### config.mk
export PLATFORM = sky130hd
export DESIGN_NAME = jst_outq_flat
export DESIGN_NICKNAME = d
export VERILOG_FILES = /design/src/jst_pkg.sv /design/src/jst_rec_if.sv /design/src/jst_outq.sv /design/src/flat_wrapper.sv
export SDC_FILE = /design/constraint.sdc
export NUM_CORES = 1
export LEC_CHECK = 0
export BUFFER_PORTS_ARGS = -buffer_cell sky130_fd_sc_hd__buf_2
export CORE_MARGIN = 4
export CORE_UTILIZATION = 40
export CTS_BUF_LIST = sky130_fd_sc_hd__clkbuf_8 sky130_fd_sc_hd__clkbuf_16
export CTS_CLUSTER_DIAMETER = 120
export DETAILED_ROUTE_END_ITERATION = 10
export PLACE_DENSITY = 0.73
export SKIP_CTS_REPAIR_TIMING = 1
export SYNTH_ARGS = -nofsm -noshare
export SYNTH_HDL_FRONTEND = slang
export SYNTH_SLANG_ARGS = --single-unit
### constraint.sdc
create_clock -name clk_i -period 8.4 [get_ports clk_i]
set_input_delay 0.42 -clock clk_i [delete_from_list [all_inputs] [get_ports clk_i]]
set_output_delay 0.42 -clock clk_i [all_outputs]
set_load 0.05 [all_outputs]
### src/jst_pkg.sv
// ----------------------------------------------------------------------------
// jst_pkg
// shared constants, types and byte class helpers of the json stream tokenizer
// ----------------------------------------------------------------------------
`default_nettype none

package jst_pkg;

  localparam int TABLE_DEPTH = 256;
  localparam int IDX_W       = $clog2(TABLE_DEPTH);
  localparam int CNT_W       = IDX_W + 1;
  localparam int POS_BITS    = 24;
  localparam int LIMIT_W     = 9;

  localparam logic [LIMIT_W-1:0] LIMIT_RESET = LIMIT_W'(256);

  localparam logic [1:0] TYPE_OBJECT    = 2'd0;
  localparam logic [1:0] TYPE_ARRAY     = 2'd1;
  localparam logic [1:0] TYPE_STRING    = 2'd2;
  localparam logic [1:0] TYPE_PRIMITIVE = 2'd3;

  localparam logic [1:0] ERR_NONE      = 2'd0;
  localparam logic [1:0] ERR_MALFORMED = 2'd1;
  localparam logic [1:0] ERR_FULL      = 2'd2;

  localparam logic KIND_TOKEN  = 1'b0;
  localparam logic KIND_STATUS = 1'b1;

  localparam logic [7:0] CTRL_LIMIT = 8'h20;
  localparam logic [7:0] CH_U       = 8'h75;
  localparam logic [7:0] CH_QUOTE   = 8'h22;
  localparam logic [7:0] CH_BSLASH  = 8'h5c;

  typedef enum logic [4:0] {
    MODE_BETWEEN   = 5'b00001,
    MODE_STRING    = 5'b00010,
    MODE_ESCAPE    = 5'b00100,
    MODE_HEX       = 5'b01000,
    MODE_PRIMITIVE = 5'b10000
  } mode_e;

  // one table entry, container entries only ever get read back
  typedef struct packed {
    logic [1:0]          ttype;
    logic signed [8:0]   parent;
    logic [POS_BITS-1:0] start;
    logic [7:0]          kids;
  } entry_t;

  typedef struct packed {
    logic                record_kind;
    logic [7:0]          token_index;
    logic [1:0]          token_type;
    logic [23:0]         token_start;
    logic [24:0]         token_end;
    logic [7:0]          child_count;
    logic signed [8:0]   parent_index;
    logic [1:0]          parse_status;
    logic [8:0]          token_total;
    logic                run_last;
  } rec_t;

  function automatic logic is_space(input logic [7:0] c);
    return (c == 8'h20) || (c == 8'h09) || (c == 8'h0d) || (c == 8'h0a);
  endfunction

  function automatic logic is_hex(input logic [7:0] c);
    return ((c >= 8'h30) && (c <= 8'h39)) || ((c >= 8'h61) && (c <= 8'h66)) ||
           ((c >= 8'h41) && (c <= 8'h46));
  endfunction

  function automatic logic is_esc(input logic [7:0] c);
    return (c == CH_QUOTE) || (c == CH_BSLASH) || (c == 8'h2f) || (c == 8'h62) ||
           (c == 8'h66) || (c == 8'h6e) || (c == 8'h72) || (c == 8'h74);
  endfunction

endpackage

`default_nettype wire

### src/jst_rec_if.sv
// ----------------------------------------------------------------------------
// jst_rec_if
// output channel: one token record or final status per word
// ----------------------------------------------------------------------------
`default_nettype none

interface jst_rec_if;
  logic              valid;
  logic              ready;
  logic              record_kind;
  logic [7:0]        token_index;
  logic [1:0]        token_type;
  logic [23:0]       token_start;
  logic [24:0]       token_end;
  logic [7:0]        child_count;
  logic signed [8:0] parent_index;
  logic [1:0]        parse_status;
  logic [8:0]        token_total;
  logic              run_last;

  modport source (output valid, record_kind, token_index, token_type, token_start,
                  token_end, child_count, parent_index, parse_status, token_total,
                  run_last, input ready);
  modport sink   (input valid, record_kind, token_index, token_type, token_start,
                  token_end, child_count, parent_index, parse_status, token_total,
                  run_last, output ready);
endinterface

`default_nettype wire

### src/jst_outq.sv
// ----------------------------------------------------------------------------
// jst_outq
// result queue, takes up to three records per cycle and hands out one
// ----------------------------------------------------------------------------
`default_nettype none

module jst_outq
  import jst_pkg::*;
(
  input  wire logic  clk_i,
  input  wire logic  rst_ni,
  input  wire logic [1:0] push_n_i,
  input  wire rec_t  push_rec_i [3],
  output logic       room_o,
  jst_rec_if.source  out_o
);

  rec_t       buf_q [4];
  logic [1:0] wr_ptr_q, rd_ptr_q;
  logic [2:0] count_q;
  logic       pop;
  rec_t       head;

  assign pop    = out_o.valid && out_o.ready;
  assign room_o = (count_q <= 3'd1);
  assign head   = buf_q[rd_ptr_q];

  always_ff @(posedge clk_i) begin
    for (int i = 0; i < 3; i++) begin
      if (2'(i) < push_n_i) begin
        buf_q[wr_ptr_q + 2'(i)] <= push_rec_i[i];
      end
    end
  end

  always_ff @(posedge clk_i or negedge rst_ni) begin
    if (!rst_ni) begin
      wr_ptr_q <= '0;
      rd_ptr_q <= '0;
      count_q  <= '0;
    end else begin
      wr_ptr_q <= wr_ptr_q + push_n_i;
      rd_ptr_q <= rd_ptr_q + 2'(pop);
      count_q  <= count_q + 3'(push_n_i) - 3'(pop);
    end
  end

  assign out_o.valid        = (count_q != 3'd0);
  assign out_o.record_kind  = head.record_kind;
  assign out_o.token_index  = head.token_index;
  assign out_o.token_type   = head.token_type;
  assign out_o.token_start  = head.token_start;
  assign out_o.token_end    = head.token_end;
  assign out_o.child_count  = head.child_count;
  assign out_o.parent_index = head.parent_index;
  assign out_o.parse_status = head.parse_status;
  assign out_o.token_total  = head.token_total;
  assign out_o.run_last     = head.run_last;

  a_no_overflow: assert property (@(posedge clk_i) disable iff (!rst_ni)
    (push_n_i != 2'd0) |-> (count_q <= 3'd1))
    else $error("result queue written without room");

  a_count_bound: assert property (@(posedge clk_i) disable iff (!rst_ni)
    count_q <= 3'd4)
    else $error("result queue count out of range");

endmodule

`default_nettype wire

### src/flat_wrapper.sv
// flat-port wrapper written by rule: the top's interface ports become plain ports
module jst_outq_flat import jst_pkg::*;
  (clk_i, rst_ni, push_n_i, push_rec_i, room_o, out_o_valid, out_o_record_kind, out_o_token_index, out_o_token_type, out_o_token_start, out_o_token_end, out_o_child_count, out_o_parent_index, out_o_parse_status, out_o_token_total, out_o_run_last, out_o_ready);
  jst_rec_if out_o_i ();
  input  wire logic clk_i;
  input  wire logic rst_ni;
  input  wire logic [1:0] push_n_i;
  input  wire rec_t push_rec_i[3];
  output logic room_o;
  output wire logic [$bits(out_o_i.valid)-1:0] out_o_valid;
  output wire logic [$bits(out_o_i.record_kind)-1:0] out_o_record_kind;
  output wire logic [$bits(out_o_i.token_index)-1:0] out_o_token_index;
  output wire logic [$bits(out_o_i.token_type)-1:0] out_o_token_type;
  output wire logic [$bits(out_o_i.token_start)-1:0] out_o_token_start;
  output wire logic [$bits(out_o_i.token_end)-1:0] out_o_token_end;
  output wire logic [$bits(out_o_i.child_count)-1:0] out_o_child_count;
  output wire logic [$bits(out_o_i.parent_index)-1:0] out_o_parent_index;
  output wire logic [$bits(out_o_i.parse_status)-1:0] out_o_parse_status;
  output wire logic [$bits(out_o_i.token_total)-1:0] out_o_token_total;
  output wire logic [$bits(out_o_i.run_last)-1:0] out_o_run_last;
  input wire logic [$bits(out_o_i.ready)-1:0] out_o_ready;
  assign out_o_valid = out_o_i.valid;
  assign out_o_record_kind = out_o_i.record_kind;
  assign out_o_token_index = out_o_i.token_index;
  assign out_o_token_type = out_o_i.token_type;
  assign out_o_token_start = out_o_i.token_start;
  assign out_o_token_end = out_o_i.token_end;
  assign out_o_child_count = out_o_i.child_count;
  assign out_o_parent_index = out_o_i.parent_index;
  assign out_o_parse_status = out_o_i.parse_status;
  assign out_o_token_total = out_o_i.token_total;
  assign out_o_run_last = out_o_i.run_last;
  assign out_o_i.ready = out_o_ready;
  jst_outq u_core (.clk_i(clk_i), .rst_ni(rst_ni), .push_n_i(push_n_i), .push_rec_i(push_rec_i), .room_o(room_o), .out_o(out_o_i));
endmodule
== Yosys cells after proc, flatten, opt, wreduce, memory -nomap -nowiden ==
Memory sizes are Yosys's and may differ from the RTL's.
Cells that the tools add are included.

* Add/sub/neg operators: 6
* $lt $le $gt $ge: 4
* Mux-type cells: 6
* Reduce and logical (&&, ||, !) cells: 2

{| class="wikitable"
|+ Operators with widths
! kind !! number
|-
| $mux 1 || 6
|-
| $lt 1x2->1 const A || 2
|-
| $add 3x2->3 || 1
|-
| $le 3x1->1 const B || 1
|-
| $reduce_bool 3->1 || 1
|-
| $sub 3x1->3 || 1
|-
| $add 2x1->2 || 1
|-
| $add 2x1->2 const B || 1
|-
| $add 2x2->2 || 1
|-
| $add 2x2->2 const B || 1
|-
| $lt 2x2->1 const A || 1
|-
| $logic_and 1x1->1 || 1
|}

* Flip-flop bits (word level): 7
* Bits in writable memories: 356
* Bits of input ports: 272
* Output and inout bits: 91
* Logic and storage cells: 22
* Memories: 1

{| class="wikitable"
|+ Memories
! name !! words !! bits a word !! rd ports !! clocked after Yosys merged registers in !! write ports !! line !! RTL
|-
| u_core.buf_q || 4 || 89 || 1 || 0 || 3 || jst_outq.sv:18 || <nowiki>rec_t buf_q [4];</nowiki>
|}

== Depth between registers and ports, before layout ==
* Depth after elaboration: 3
* Depth in mapped cells: 8
* Depth with buffers taken out: 7

== Worst setup path after synthesis ==
No wires, ideal clock.

* Path type: input to register
* Start: input port push_n_i[1]
* End: memory u_core.buf_q[2][0] (netlist bit), enable pin
* Setup time: 0.669 ns
* Data arrival time: 7.410 ns
* Slack: 0.321 ns
* Stages: 5
* Cells stage by stage: buf_4 > buf_6 > o21a_1 > nor2_1 > a211oi_1

{| class="wikitable"
|+ RTL lines
! what !! line !! RTL
|-
| start, declared || flat_wrapper.sv:7 || <nowiki>input wire logic [1:0] push_n_i;</nowiki>
|-
| end, declared || jst_outq.sv:18 ||
|}

==> run_results.csv <==
group,metric,value,unit
detailed_routing,wirelength,71.3,mm
detailed_routing,drt-vias-per-instance,5.93,
clocking,clock-sinks,363,
clocking,cts-buffers-inserted,42,
die,die_height,234,um
global_routing,grt_use_met3,5.84,%
clocking,cts_buffer_depth,3,
synthesis,synth_nets,2375,
detailed_routing,first_pass_iters,7,
cells_and_area,area_growth,16.4,%
die,ios,363,
cells_and_area,drive_gt1_share,23.1,%
global_routing,antenna_found_initial,25,
worst_setup_path,r2r-end,"u_core.buf_q[3][17]",
sta,post-route-period-util,42.5,%
detailed_routing,routedWlPerCell,23.2,um
global_routing,grt_pass1_vias,18300,
synthesis,synth_fa_ha_area_share,0.380,%
synthesis,yosysSeqAreaShare,53.2,%
sta,tightest_slew,1230,ps
synthesis,synthSimpleGateAreaFrac,20.5,%
sta,fin_worst_skew,18.3,ps
global_routing,grt_usage,25.2,%
synthesis,synth_top_family_by_area,"simple AND/OR/NAND/NOR gates",
hold_path,hold_path_end,"u_core.rd_ptr_q[0]",
synthesis,synth_compound_area_share,11.1,%
worst_setup_path,r2r_start,"u_core.wr_ptr_q[1]",
detailed_routing,num_vias,18300,
worst_setup_path,worstPathMaxFanout,76,
global_routing,met1_usage,32.0,%
global_routing,grt_overflow,0,
detailed_routing,drc_errors,0,
detailed_routing,drtIter0Drc,2131,
worst_setup_path,ff2ff_setup_slack,4830,ps
clocking,cts_tree,"built",
clocking,path_clk_slew,60,ps
global_routing,grt_pass1_wl,105,mm
synthesis,synthMuxAreaShare,9.82,%
hold_path,hold_depth,3,
worst_setup_path,crit_required,8650,ps
worst_setup_path,cp_data_arrival_time,3820,ps
synthesis,yosys_warnings,0,
placed_design,io_buffer_count,362,
die,rows,82,
global_routing,grt_max_degree,99,
clocking,clock_latency,560,ps
synthesis,syn_avg_cell_area,9.73,um2
worst_setup_path,crit_buf_inv,2,
sta,rsz0062_at_grt,"false",
sta,max_freq,280,MHz
worst_setup_path,cp_slowest_stage_delay,840,ps
worst_setup_path,crit_path_end_kind,"register",
synthesis,syn_area,20400,um2
placed_design,hpwl,41.2,mm
cells_and_area,fin_nets,2630,
die,die_x,234,um
synthesis,netlist.area_leader.share,52.4,%
worst_setup_path,crit_chain,"nand4b_4, buf_4, buf_4, a31oi_1",
worst_setup_path,cpMostUsedCell,"buf_4",
run_status,outcome,"completed",
cells_and_area,fillers,4563,
synthesis,synth.distinct_cells,32,
worst_setup_path,cp_top_family,"buffers and inverters",
die,initial_core_util,40.6,%
placed_design,dp.cells,2981,
synthesis,synth_seq_cells,363,
hold_path,min_from,"out_o_ready",
die,core_area,50300,um2
synthesis,synthTopCellsByArea,"edfxtp_1 52%, nand2_1 13%, a31oi_1 11%",
worst_setup_path,start_kind,"register",
sta,hold_violations,0,
power,p_leak,9.38,nW
die,die_area,54700,um2
synthesis,synth_largest_area_cell,"edfxtp_1",
sta,maxSlewViolCount,0,
sta,relSlewSlack,18.1,%
clocking,htree_levels,2,
global_routing,top_usage_layer,"met2",
sta,setup_tns,0,ps
worst_setup_path,crit_type,"reg -> reg",
power,powerDensity,415,nW/um2
synthesis,syn_inst,2099,
run,max-cap-violations,0,
worst_setup_path,r2r_cells,4,
clocking,cts-root-buf,"clkbuf_16",
synthesis,synth_xor_area_share,0.257,%
hold_path,hold_path.class,"in -> reg",
sta,setup_viol,0,
power,vdd_ir_drop_max,0.327,mV
sta,post-route-min-period,3570,ps
worst_setup_path,cpMaxStageDelayCell,"dfrtp_1",
cells_and_area,final_cells,3076,
detailed_routing,ant_nets,0,
global_routing,use_met2,40.6,%
placed_design,gp_congestion,0.796,
## layout make-up
cell class	count	area [um2]	share of cell area, %
well taps	672	841	3.54
inverters	5	18.8	0.0790
clock buffers	43	1080	4.53
flip-flops and latches	363	10900	45.7
repair buffers	392	2040	8.58
diodes	17	42.5	0.179
clock inverters	34	214	0.900
multi-input cells	1550	8660	36.4
## cells by family after synthesis
family	after synthesis
and+or+nand+nor	1088
DFF	363
AOI/OAI and AO/OA	361
buffers and inverters	186
muxes	89
xor gates and xnor gates	6
adders and majority gates	6
## cells in the final DEF, fill, tap and decap left out, types with 6 or more instances in the layout
cell	instances
nand2_1	713
edfxtp_1	356
a31oi_1	356
buf_4	29
mux4_2	89
inv_1	10
nor2_1	360
buf_2	362
diode_2	17
clkbuf_16	43
clkinv_1	16
xnor2_1	6
## per-layer routing
| metal | wire length, um | share of wire (%) |
|---|---|---|
| met5 | 180 | 0.25 |
| met4 | 2950 | 4.1 |
| met3 | 8150 | 11 |
| met2 | 33600 | 47 |
| met1 | 26400 | 37 |
## registers in the layout, summed over array words and instances (netlist names)
signal / count
u_core.buf_q: 356
u_core.count_q: 3
u_core.rd_ptr_q: 2
u_core.wr_ptr_q: 2
## worst max-delay path by stage
stage / start / end / cells past startpoint
finish: u_core.wr_ptr_q[1] / u_core.buf_q[3][17] / 4
CTS: u_core.rd_ptr_q[1] / out_o_token_start[8] / 3
floorplan: push_n_i[1] / u_core.buf_q[2][0] / 5
global placement: u_core.wr_ptr_q[1] / u_core.buf_q[3][11] / 4
global route: u_core.wr_ptr_q[1] / u_core.buf_q[3][15] / 4
detailed placement: u_core.wr_ptr_q[1] / u_core.buf_q[3][17] / 4
## Yosys cell counts (all sizes together)
cell type	count
nand3b	2
edfxtp	356
or3	1
ha	3
nand3	2
dfrtp	7
o211ai	1
buf	133
nand2	713
o21a	1
o21ai	1
fa	1
nor3b	1
a31oi	356
or3b	1
nand4b	2
a211oi	2
clkbuf	48
maj3	2
and3	1
mux4	89
and2	1
nand4bb	1
nor2	360
and3b	2
xnor2	6
nand4	1
inv	5
## metrics by stage
| step | power [mW] | hold WS [ps] | util [%] | instance area (um2) | setup slack, ps |
|---|---|---|---|---|---|
| detailed placement | 8.16 | 281 | 44.6 | 22400 | 4910 |
| finish | 9.87 | 155 | 47.3 | 23800 | 4830 |
| CTS | 9.91 | -338 | 47.2 | 23700 | 4810 |
| global placement | 8.05 | 270 | 44.6 | 22400 | 5050 |
| global route | 10.3 | 149 | 47.2 | 23700 | 4680 |
| floorplan | 6.84 | 124 | - | 20400 | 321 |
## power breakdown
part	internal (mW)	switching, mW
sequential	3.03	0.290
clock	0.991	0.766
combinational	1.37	3.42
total	5.39	4.48
## worst reg2reg max path, cell delays in order, from the launching register on
cell and delay (ps):
dfrtp_1 840, nand4b_4 630, buf_4 700, buf_4 780
a31oi_1 310
(Power assumes the default switching activity.)
